<file path="config.mk">
export PLATFORM = sky130hd
export DESIGN_NAME = lem_leaf_fifo
export DESIGN_NICKNAME = d
export VERILOG_FILES = /design/src/rtl/core/lem_pkg.sv /design/src/rtl/core/lem_leaf_fifo.sv
export SDC_FILE = /design/constraint.sdc
export NUM_CORES = 1
export LEC_CHECK = 0
export ABC_AREA = 1
export BUFFER_PORTS_ARGS = -buffer_cell sky130_fd_sc_hd__buf_4
export CAP_MARGIN = 20
export CORE_MARGIN = 4
export CORE_UTILIZATION = 40
export CTS_BUF_LIST = sky130_fd_sc_hd__clkbuf_16
export CTS_CLUSTER_SIZE = 28
export DETAILED_ROUTE_END_ITERATION = 10
export PLACE_DENSITY = 0.52
export SLEW_MARGIN = 10
export SYNTH_ARGS = -nofsm -noshare
export SYNTH_HDL_FRONTEND = slang
export SYNTH_SLANG_ARGS = --single-unit
</file>
<file path="constraint.sdc">
create_clock -name clk -period 2 [get_ports clk]
set_clock_uncertainty 0.05 [all_clocks]
set_input_delay 0.1 -clock clk [delete_from_list [all_inputs] [get_ports clk]]
set_output_delay 0.1 -clock clk [all_outputs]
set_load 0.005 [all_outputs]
</file>
<file path="src/rtl/core/lem_pkg.sv">
// shared types and constants for the leaf elimination matching unit
`timescale 1ns / 1ps
package lem_pkg;

  localparam int NODE_W = 6;
  localparam int CNT_W  = 7;

  localparam logic OP_LOAD = 1'b0;
  localparam logic OP_RUN  = 1'b1;

  typedef struct packed {
    logic              op;
    logic [NODE_W-1:0] node;
    logic [NODE_W-1:0] neighbor_node;
  } in_t;

  typedef struct packed {
    logic [NODE_W-1:0] leaf_node;
    logic [NODE_W-1:0] partner_node;
    logic              none_found;
    logic              list_overflow;
    logic              last;
  } out_t;

  typedef struct packed {
    logic              push;
    logic [NODE_W-1:0] push_node;
    logic              pop;
    logic              clear;
  } fifo_ctl_t;

endpackage

</file>
<file path="src/rtl/core/lem_leaf_fifo.sv">
// leaf queue with registered read port
`timescale 1ns / 1ps
module lem_leaf_fifo #(
  parameter int DEPTH = 64
) (
  input  logic                       clk,
  input  logic                       rst_n,
  input  lem_pkg::fifo_ctl_t         ctl,
  output logic                       empty,
  output logic [lem_pkg::NODE_W-1:0] rdata
);
  import lem_pkg::*;

  localparam int PW = (DEPTH > 1) ? $clog2(DEPTH) : 1;

  logic [NODE_W-1:0] mem_r [DEPTH];
  logic [PW:0]       head_r, head_nxt;
  logic [PW:0]       tail_r, tail_nxt;

  assign empty = (head_r == tail_r);

  always_comb begin
    head_nxt = head_r;
    tail_nxt = tail_r;
    if (ctl.clear) begin
      head_nxt = '0;
      tail_nxt = '0;
    end else begin
      if (ctl.push) tail_nxt = tail_r + 1'b1;
      if (ctl.pop && !empty) head_nxt = head_r + 1'b1;
    end
  end

  always_ff @(posedge clk) begin
    if (!rst_n) begin
      head_r <= '0;
      tail_r <= '0;
    end else begin
      head_r <= head_nxt;
      tail_r <= tail_nxt;
    end
  end

  always_ff @(posedge clk) begin
    if (ctl.push && !ctl.clear) begin
      mem_r[tail_r[PW-1:0]] <= ctl.push_node;
    end
    if (ctl.pop) begin
      rdata <= mem_r[head_r[PW-1:0]];
    end
  end

endmodule
</file>
## After elaboration in Yosys (flattened, before gate mapping)

Memory sizes are Yosys's and may differ from the RTL's. A register that Yosys moved wholly into a read port is not among the register bits.
Cells that the tools add are included.

| operators by class | value |
|---|---|
| add/subtract/negate cells | 2 |
| equal/unequal tests | 1 |
| multiplexer cells | 2 |
| bitwise operators | 1 |
| reduce and logical (&&, ||, !) cells | 5 |

Operator list:

| kind | number |
|---|---|
| 7-bit by 1-bit adder with 7-bit output, second input constant | 2 |
| 7-bit equality test | 1 |
| 1-bit logical AND | 2 |
| 1-bit zero test | 2 |
| 1-bit 2-to-1 mux | 2 |
| 2-bit OR reduction | 1 |
| 1-bit inverter | 1 |

| word-level totals | value |
|---|---|
| output and inout port bits | 7 |
| memories | 1 |
| bits of input ports | 11 |
| register bits | 14 |
| bits in writable memories | 384 |

Memory list:

| memory | depth | bits a word | rd ports | clocked after memory_dff | write ports | RTL line | RTL |
|---|---|---|---|---|---|---|---|
| mem_r | 64 | 6 | 1 | 1 | 1 | lem_leaf_fifo.sv:16 | `logic [NODE_W-1:0] mem_r [DEPTH];` |

## Depth between registers and ports, before layout

Gate-level depths: netlist of the first run.

| logic depth | value |
|---|---|
| depth in word-level cells | 4 |
| depth in mapped cells | 14 |

## Worst setup path before layout of the first run

OpenSTA, ideal clock, no wires.

| timing path | value |
|---|---|
| path kind | flip-flop to flip-flop |
| from | register head_r[0] |
| to | register rdata[2] (netlist name), read port of mem_r (data pin) |
| period minus slack after synthesis | 1.554 ns |
| required time | 1.697 ns |
| setup slack | 0.446 ns |
| cell stages (with the launch flop) | 10 |
| data arrival time | 1.251 ns |
| setup time | 0.253 ns |
| path buffers | 3 |
| cell sequence | dfxtp_1 buf_4 buf_4 buf_6 o21ai_0 o21ai_1 a21oi_1 nand2_1 nand3_1 nand2_1 |

RTL lines:

| item | RTL line | RTL |
|---|---|---|
| start, declared | lem_leaf_fifo.sv:17 | `logic [PW:0] head_r, head_nxt;` |
| start signal, assigned | lem_leaf_fifo.sv:39 | `head_r <= head_nxt;` |
| end, declared | lem_leaf_fifo.sv:10 | `output logic [lem_pkg::NODE_W-1:0] rdata` |

==> results.yml, run 1 <==
run_status:
  status: "complete, no violations"
timing:
  fin_ws_ns: 0.0521
  drv_slew: 0
  setup_viol: 0
  max_slew.worst_pin.slew_ns: 0.555
  rsz0062_at_grt: "true"
  hold_slack_ns: 0.386
  hold_viol: 0
  fmax_mhz: 513
  period_minus_slack_ns: 1.95
  fin_crit_sh_pct: 97.4
  slew-limit-headroom_pct: 62.9
synth:
  postSynthNetCount: 1714
  synthXorXnorAreaFrac_pct: 0.402
  synthAdderAreaFrac_pct: 0.144
  synth_cells: 1701
  syn_area_sq_mm: 0.0174
  yosysMostFrequentCell: "nand2_1"
  ys_ff_latch: 404
  synth_top_family_by_area: "simple AND/OR/NAND/NOR gates"
  async_flop_share_pct: 0
  yosysWarnings: 0
  synth_top_area_share_pct: 67.2
  avgSynthCellArea_sq_um: 10.2
  ys_types: 26
  yosys-top-cells-area: "edfxtp_1 67%, nand2_1 11%, nand3_1 5.7%"
  synth.mux.area_fraction_pct: 0
  synth-simple-area-share_pct: 21.6
  synth_common_cells: "511 x nand2_1, 390 x edfxtp_1, 198 x nand3_1"
  synth_edf_count: 390
  synth_compound_area_share_pct: 2.36
  synth.yosys.seq_area_share_pct: 68.8
  dominantRegCellSynth: "edfxtp_1"
  yosys.area.top_type: "edfxtp_1"
power_and_ir_drop:
  p_switching_uw: 3870
  clockPowerShare_pct: 42.9
  sw_frac_of_total_pct: 21.7
  p_comb_share_pct: 4.8
  power.total_uw: 17800
  p_leak_uw: 0.00857
  pwr-share-seq_pct: 52.3
  p_int_uw: 13900
  p_per_area_mw_per_mm2: 845
  irDropWorstVdd_mv: 0.567
critical_path:
  worstSetupPathType: "flop to flop"
  max_stage_delay_ns: 0.38
  crit_top_cell: "nand2_1"
  cp.arrival_ns: 2.22
  critical_path_required_ns: 2.27
  cp-start-kind: "flop"
  crit_fanout: 23
  startpoint: "head_r[0]"
  cpMaxStageDelayCell: "dfxtp_4"
  setup.worst_path.end_class: "flop"
  crit_path_cell_trace: "buf_12 -> bufbuf_16 -> nand2_1 -> nand3_1 -> nand3_1 -> nand2_1 -> a21oi_2 -> nand2_1 -> nand3_1 -> nand2_1"
  r2r-start: "head_r[0]"
placed_design:
  gp_congestion: 0.845
  post-place-ws_ns: -0.0146
  dp_hpwl_mm: 29.2
  placed_cell_area_sq_mm: 0.0190
  io_buffers: 17
cts:
  cts_buffers: 45
  h-tree-depth: 2
  clkTransAtPathRegs_ns: 0.06
  cts_root_buf: "clkbuf_16"
  cts.path.max_buffers: 3
  numClockSinks: 404
  cts_tree: "done"
  worstSkewPairLatency_ns: 0.56
final_layout:
  area_delta_synth_final_pct: 21.0
  final_nets: 1851
  num_antenna_cells: 0
  drive_above_1_share_pct: 14.1
  final_cell_area_sq_mm: 0.0211
floorplanning:
  start_util_pct: 40.4
  die_h_um: 217
  dieWidth_um: 217
  io_pins: 18
  dieArea_sq_mm: 0.0470
  rows: 76
  core_area_sq_mm: 0.0431
grt:
  grt_max_degree: 65
  antenna_found_initial: 0
  track_usage_pct: 20.6
  grt-ovfl-total: 0
  grt_pass1_vias: 12100
  grt_pass1_wl_mm: 73.9
min_path:
  hold_start: "ctl[8]"
  hp-class: "input port to flop"
routing:
  postRouteAntennaNets: 0
  first_pass_iters: 5
  via_per_inst: 4.96
  routed_wl_mm: 48.5
  drt_iter0_drc: 1218
  wl_per_cell_um: 19.7
  drc: 0
  num_vias: 12200
flow_run:
  max_cap_violations: 0
state kept, by name, summed over array words and instances (netlist names):
register / cells
mem_r: 384
head_r: 7
rdata: 6
tail_r: 7
area by class of cell:
cell class / count / area [sq um]
clock buffers: 47 / 1180
clock inverters: 35 / 176
fillers: 3985 / 22000
inverters: 203 / 774
multi-input cells: 1016 / 4430
flip-flops and latches: 404 / 12000
well taps: 585 / 732
repair buffers: 168 / 1790
cells by family (layout without fill, tap and decap cells):
family | Yosys count | count (layout)
simple gates | 924 | 924
flops | 404 | 404
buf+inv | 281 | 453
compound gates | 82 | 82
xor+xnor | 8 | 8
fa+ha+maj | 2 | 2
worst paths after layout:
| path | endpoint | slack (ns) | depth (start not counted) |
|---|---|---|---|
| setup reg to reg | rdata[2] | 0.05 | 10 |
| hold reg to reg | tail_r[6] | 0.42 | 1 |
| hold / removal | tail_r[0] | 0.39 | 4 |
| setup / recovery | rdata[2] | 0.05 | 10 |
metrics by stage:
| stage | std cells | util [%] | setup TNS (ns) |
|---|---|---|---|
| after CTS | 2450 | 48.3 | -0.0313 |
| after global routing | 2458 | 48.9 | -0.106 |
| final | 2458 | 48.9 | 0 |
| after floorplan | 1701 | - | 0 |
| after global placement | 2345 | 44.2 | -0.0465 |
| after detailed placement | 2345 | 44.2 | -0.0146 |
metal layers:
layer / track usage, % / share of wire, % / vias to the layer above
li1: - / - / 5868
met1: 29.5 / 45 / 5873
met2: 32.8 / 46 / 372
met3: 3.42 / 5.7 / 77
met4: 5.93 / 2.7 / 0
met5: 0 / 0 / -
worst max-delay path, delay by kind of cell (launching register included):
family | cells | cell delay [ns]
buffers and inverters | 2 | 0.48
DFF | 1 | 0.38
AOI/OAI and AO/OA | 1 | 0.22
and+or+nand+nor | 7 | 0.58
power groups by stage:
stage	Combinational [uW]	Clock [uW]	Sequential, uW
CTS	819	7830	9310
global placement	738	0	9490
finish	861	7630	9310
floorplan	340	0	9480
global route	946	8170	9310
detailed placement	743	0	9490
cell usage in the layout (no fill, tap or decap), drive strengths merged:
cell         synthesis  layout
nand4                8       8
nor3                 6       6
ha                   2       2
dlygate4sd3          0      12
clkinvlp             0       1
nand3              198     198
clkinv               2      21
bufbuf               0       4
nor2               193     193
xor2                 5       5
dfxtp               14      14
buf                 67     148
xnor2                3       3
or2                  5       5
edfxtp             390     390
bufinv               0       1
a21oi               22      22
clkbuf              11      51
o21ai               60      60
and3                 1       1
nand2              513     513
inv                201     215
what timing repair did:
item                       in CTS  in global routing
hold buffers                   12                  0
buffers inserted                6                  5
hold endpoints to repair      184                  0
setup endpoints to repair       2                  8
pin swaps                       1                 13
cloned                          5                  4
resized for setup              16                 49
(Power assumes the default switching activity.)
==> run 2, diff against run 1 <==
==> constraint.sdc (replaced) <==
create_clock -name clk -period 1.8 [get_ports clk]
set_clock_uncertainty 0.05 [all_clocks]
set_input_delay 0.09 -clock clk [delete_from_list [all_inputs] [get_ports clk]]
set_output_delay 0.09 -clock clk [all_outputs]
set_load 0.005 [all_outputs]
==> run 2 against run 1 <==
The flow now finishes with violations (negative setup slack). Sequential power rose by 11%. Total power rose by 11%. Clock power rose by 11%. Sequential share of layout area fell by 0.52 points. Worst hold slack got worse by 0.37 ns. Largest cell class unchanged. First-iteration DRC count fell by 30%.
==> results.yml, run 2 (synthesis results as in run 1) <==
grt:
  track_usage_pct: 20.5
  grt_max_degree: 65
  antenna_found_initial: 0
  grt-ovfl-total: 0
  grt_pass1_vias: 12300
  grt_pass1_wl_mm: 73.8
power_and_ir_drop:
  sw_frac_of_total_pct: 21.7
  p_comb_share_pct: 4.9
  pwr-share-seq_pct: 52.3
  irDropWorstVdd_mv: 0.748
  p_switching_uw: 4300
  p_leak_uw: 0.00866
  p_int_uw: 15500
  power.total_uw: 19800
  p_per_area_mw_per_mm2: 930
  clockPowerShare_pct: 42.8
cts:
  worstSkewPairLatency_ns: 0.58
  cts_buffers: 45
  h-tree-depth: 2
  cts.path.max_buffers: 3
  numClockSinks: 404
  cts_tree: "done"
  clkTransAtPathRegs_ns: 0.06
  cts_root_buf: "clkbuf_16"
timing:
  max_slew.worst_pin.slew_ns: 0.539
  fin_ws_ns: -0.158
  fmax_mhz: 511
  fin_crit_sh_pct: 109
  slew-limit-headroom_pct: 64.0
  hold_viol: 0
  rsz0062_at_grt: "true"
  drv_slew: 0
  period_minus_slack_ns: 1.96
  setup_viol: 7
routing:
  met1Wirelength_mm: 22.3
  met2_wirelength_mm: 22.5
  routed_wl_mm: 48.4
  drt_iter0_drc: 852
  num_vias: 12200
  via_per_inst: 4.92
  drc: 0
  first_pass_iters: 5
  routed.top_layer: "met4"
  wl_met3_mm: 2.26
  postRouteAntennaNets: 0
  wl_per_cell_um: 19.5
placed_design:
  place_inst: 2366
  io_buffers: 17
  dp_hpwl_mm: 29.1
  gp_congestion: 0.860
final_layout:
  drive_above_1_share_pct: 16.0
  num_antenna_cells: 0
  utilization_pct: 49.4
  final_nets: 1869
  final_cell_mix: "504 x nand2_1, 390 x edfxtp_1, 197 x inv_1, 181 x nor2_1, 179 x nand3_1"
  layout_commonest_cell: "nand2_1"
  area_delta_synth_final_pct: 22.1
  final_cells: 2476
  multi_input_area_sq_mm: 0.00446
  fill_cells: 3973
  register_area_sq_mm: 0.0120
  largest_reg_flops: 384
critical_path:
  setup.worst_path.end_class: "output port"
  critical_path_required_ns: 1.66
  cp.arrival_ns: 1.82
  crit_fanout: 4
  worstSetupPathType: "flop to output port"
  reg2reg_depth: 15
  cp-start-kind: "flop"
floorplanning:
  rows: 76
  dieWidth_um: 217
  die_h_um: 217
  dieArea_sq_mm: 0.0470
  io_pins: 18
  core_area_sq_mm: 0.0431
  start_util_pct: 40.4
run_status:
  status: "complete, but fails checks"
  violations: "negative setup slack"
min_path:
  hold_path_depth: 2
  hp-class: "input port to flop"
flow_run:
  max_cap_violations: 0
run 2: changes by cell type in the layout (fill, tap and decap cells not counted), sizes merged:
| cell | delta |
|---|---|
| buf | +23 |
| bufbuf | -2 |
| clkinv | +2 |
| clkinvlp | -1 |
| dlygate4sd3 | -3 |
| inv | -1 |
run 2: worst paths after layout:
check                           startpoint      endpoint  slack [ns]
worst min register to register   tail_r[6]     tail_r[6]        0.43
worst min-delay path                ctl[5]  mem_r[13][3]        0.02
worst max-delay path             head_r[0]         empty       -0.16
worst max register to register   head_r[0]      rdata[5]       -0.12
run 2: routing by layer:
| layer | GRT usage [%] | up-vias |
|---|---|---|
| li1 | - | 5901 |
| met4 | 6.59 | 0 |
| met5 | 0 | - |
| met3 | 2.97 | 68 |
| met1 | 28.7 | 5931 |
| met2 | 33.3 | 275 |
run 2: repair_timing:
action	4_1_cts	5_1_grt
buffers inserted	8	3
hold buffers	9	0
setup endpoints to repair	7	52
endpoints found under the hold margin	105	0
resized for setup	48	33
cloned	4	6
pin swaps	8	7
run 2: area by class of cell:
type	instances	area share [%]
Sequential cell	404	56.4
Multi-Input combinational cell	1016	21.0
Timing Repair Buffer	186	9.18
Clock buffer	47	5.53
Inverter	203	3.64
Tap cell	585	3.44
Clock inverter	35	0.823
run 2: power groups by stage:
stage	clock [uW]	combinational [uW]	sequential, uW
after global routing	9080	1060	10300
after global placement	0	858	10500
after detailed placement	0	861	10500
after floorplan	0	378	10500
final	8480	976	10300
after CTS	8680	945	10300
run 2: per-stage QoR:
stage	setup slack (ns)	TNS [ns]	hold WS, ns	area (sq um)
after floorplan	0.246	0	0.139	17400
after global placement	-0.208	-0.677	0.391	19300
after detailed placement	-0.228	-0.704	0.410	19300
after CTS	-0.170	-0.710	0.000972	21000
after global routing	-0.206	-1.27	0.0189	21300
final	-0.158	-0.758	0.0172	21300
run 2: worst max-delay path: stages, from the launching register on:
cell and delay, ns:
dfxtp_4 0.36, buf_12 0.12, buf_8 0.11, xnor2_2 0.11, nand3_1 0.11, nor2_1 0.14
nand2_2 0.11, inv_2 0.08, buf_6 0.09
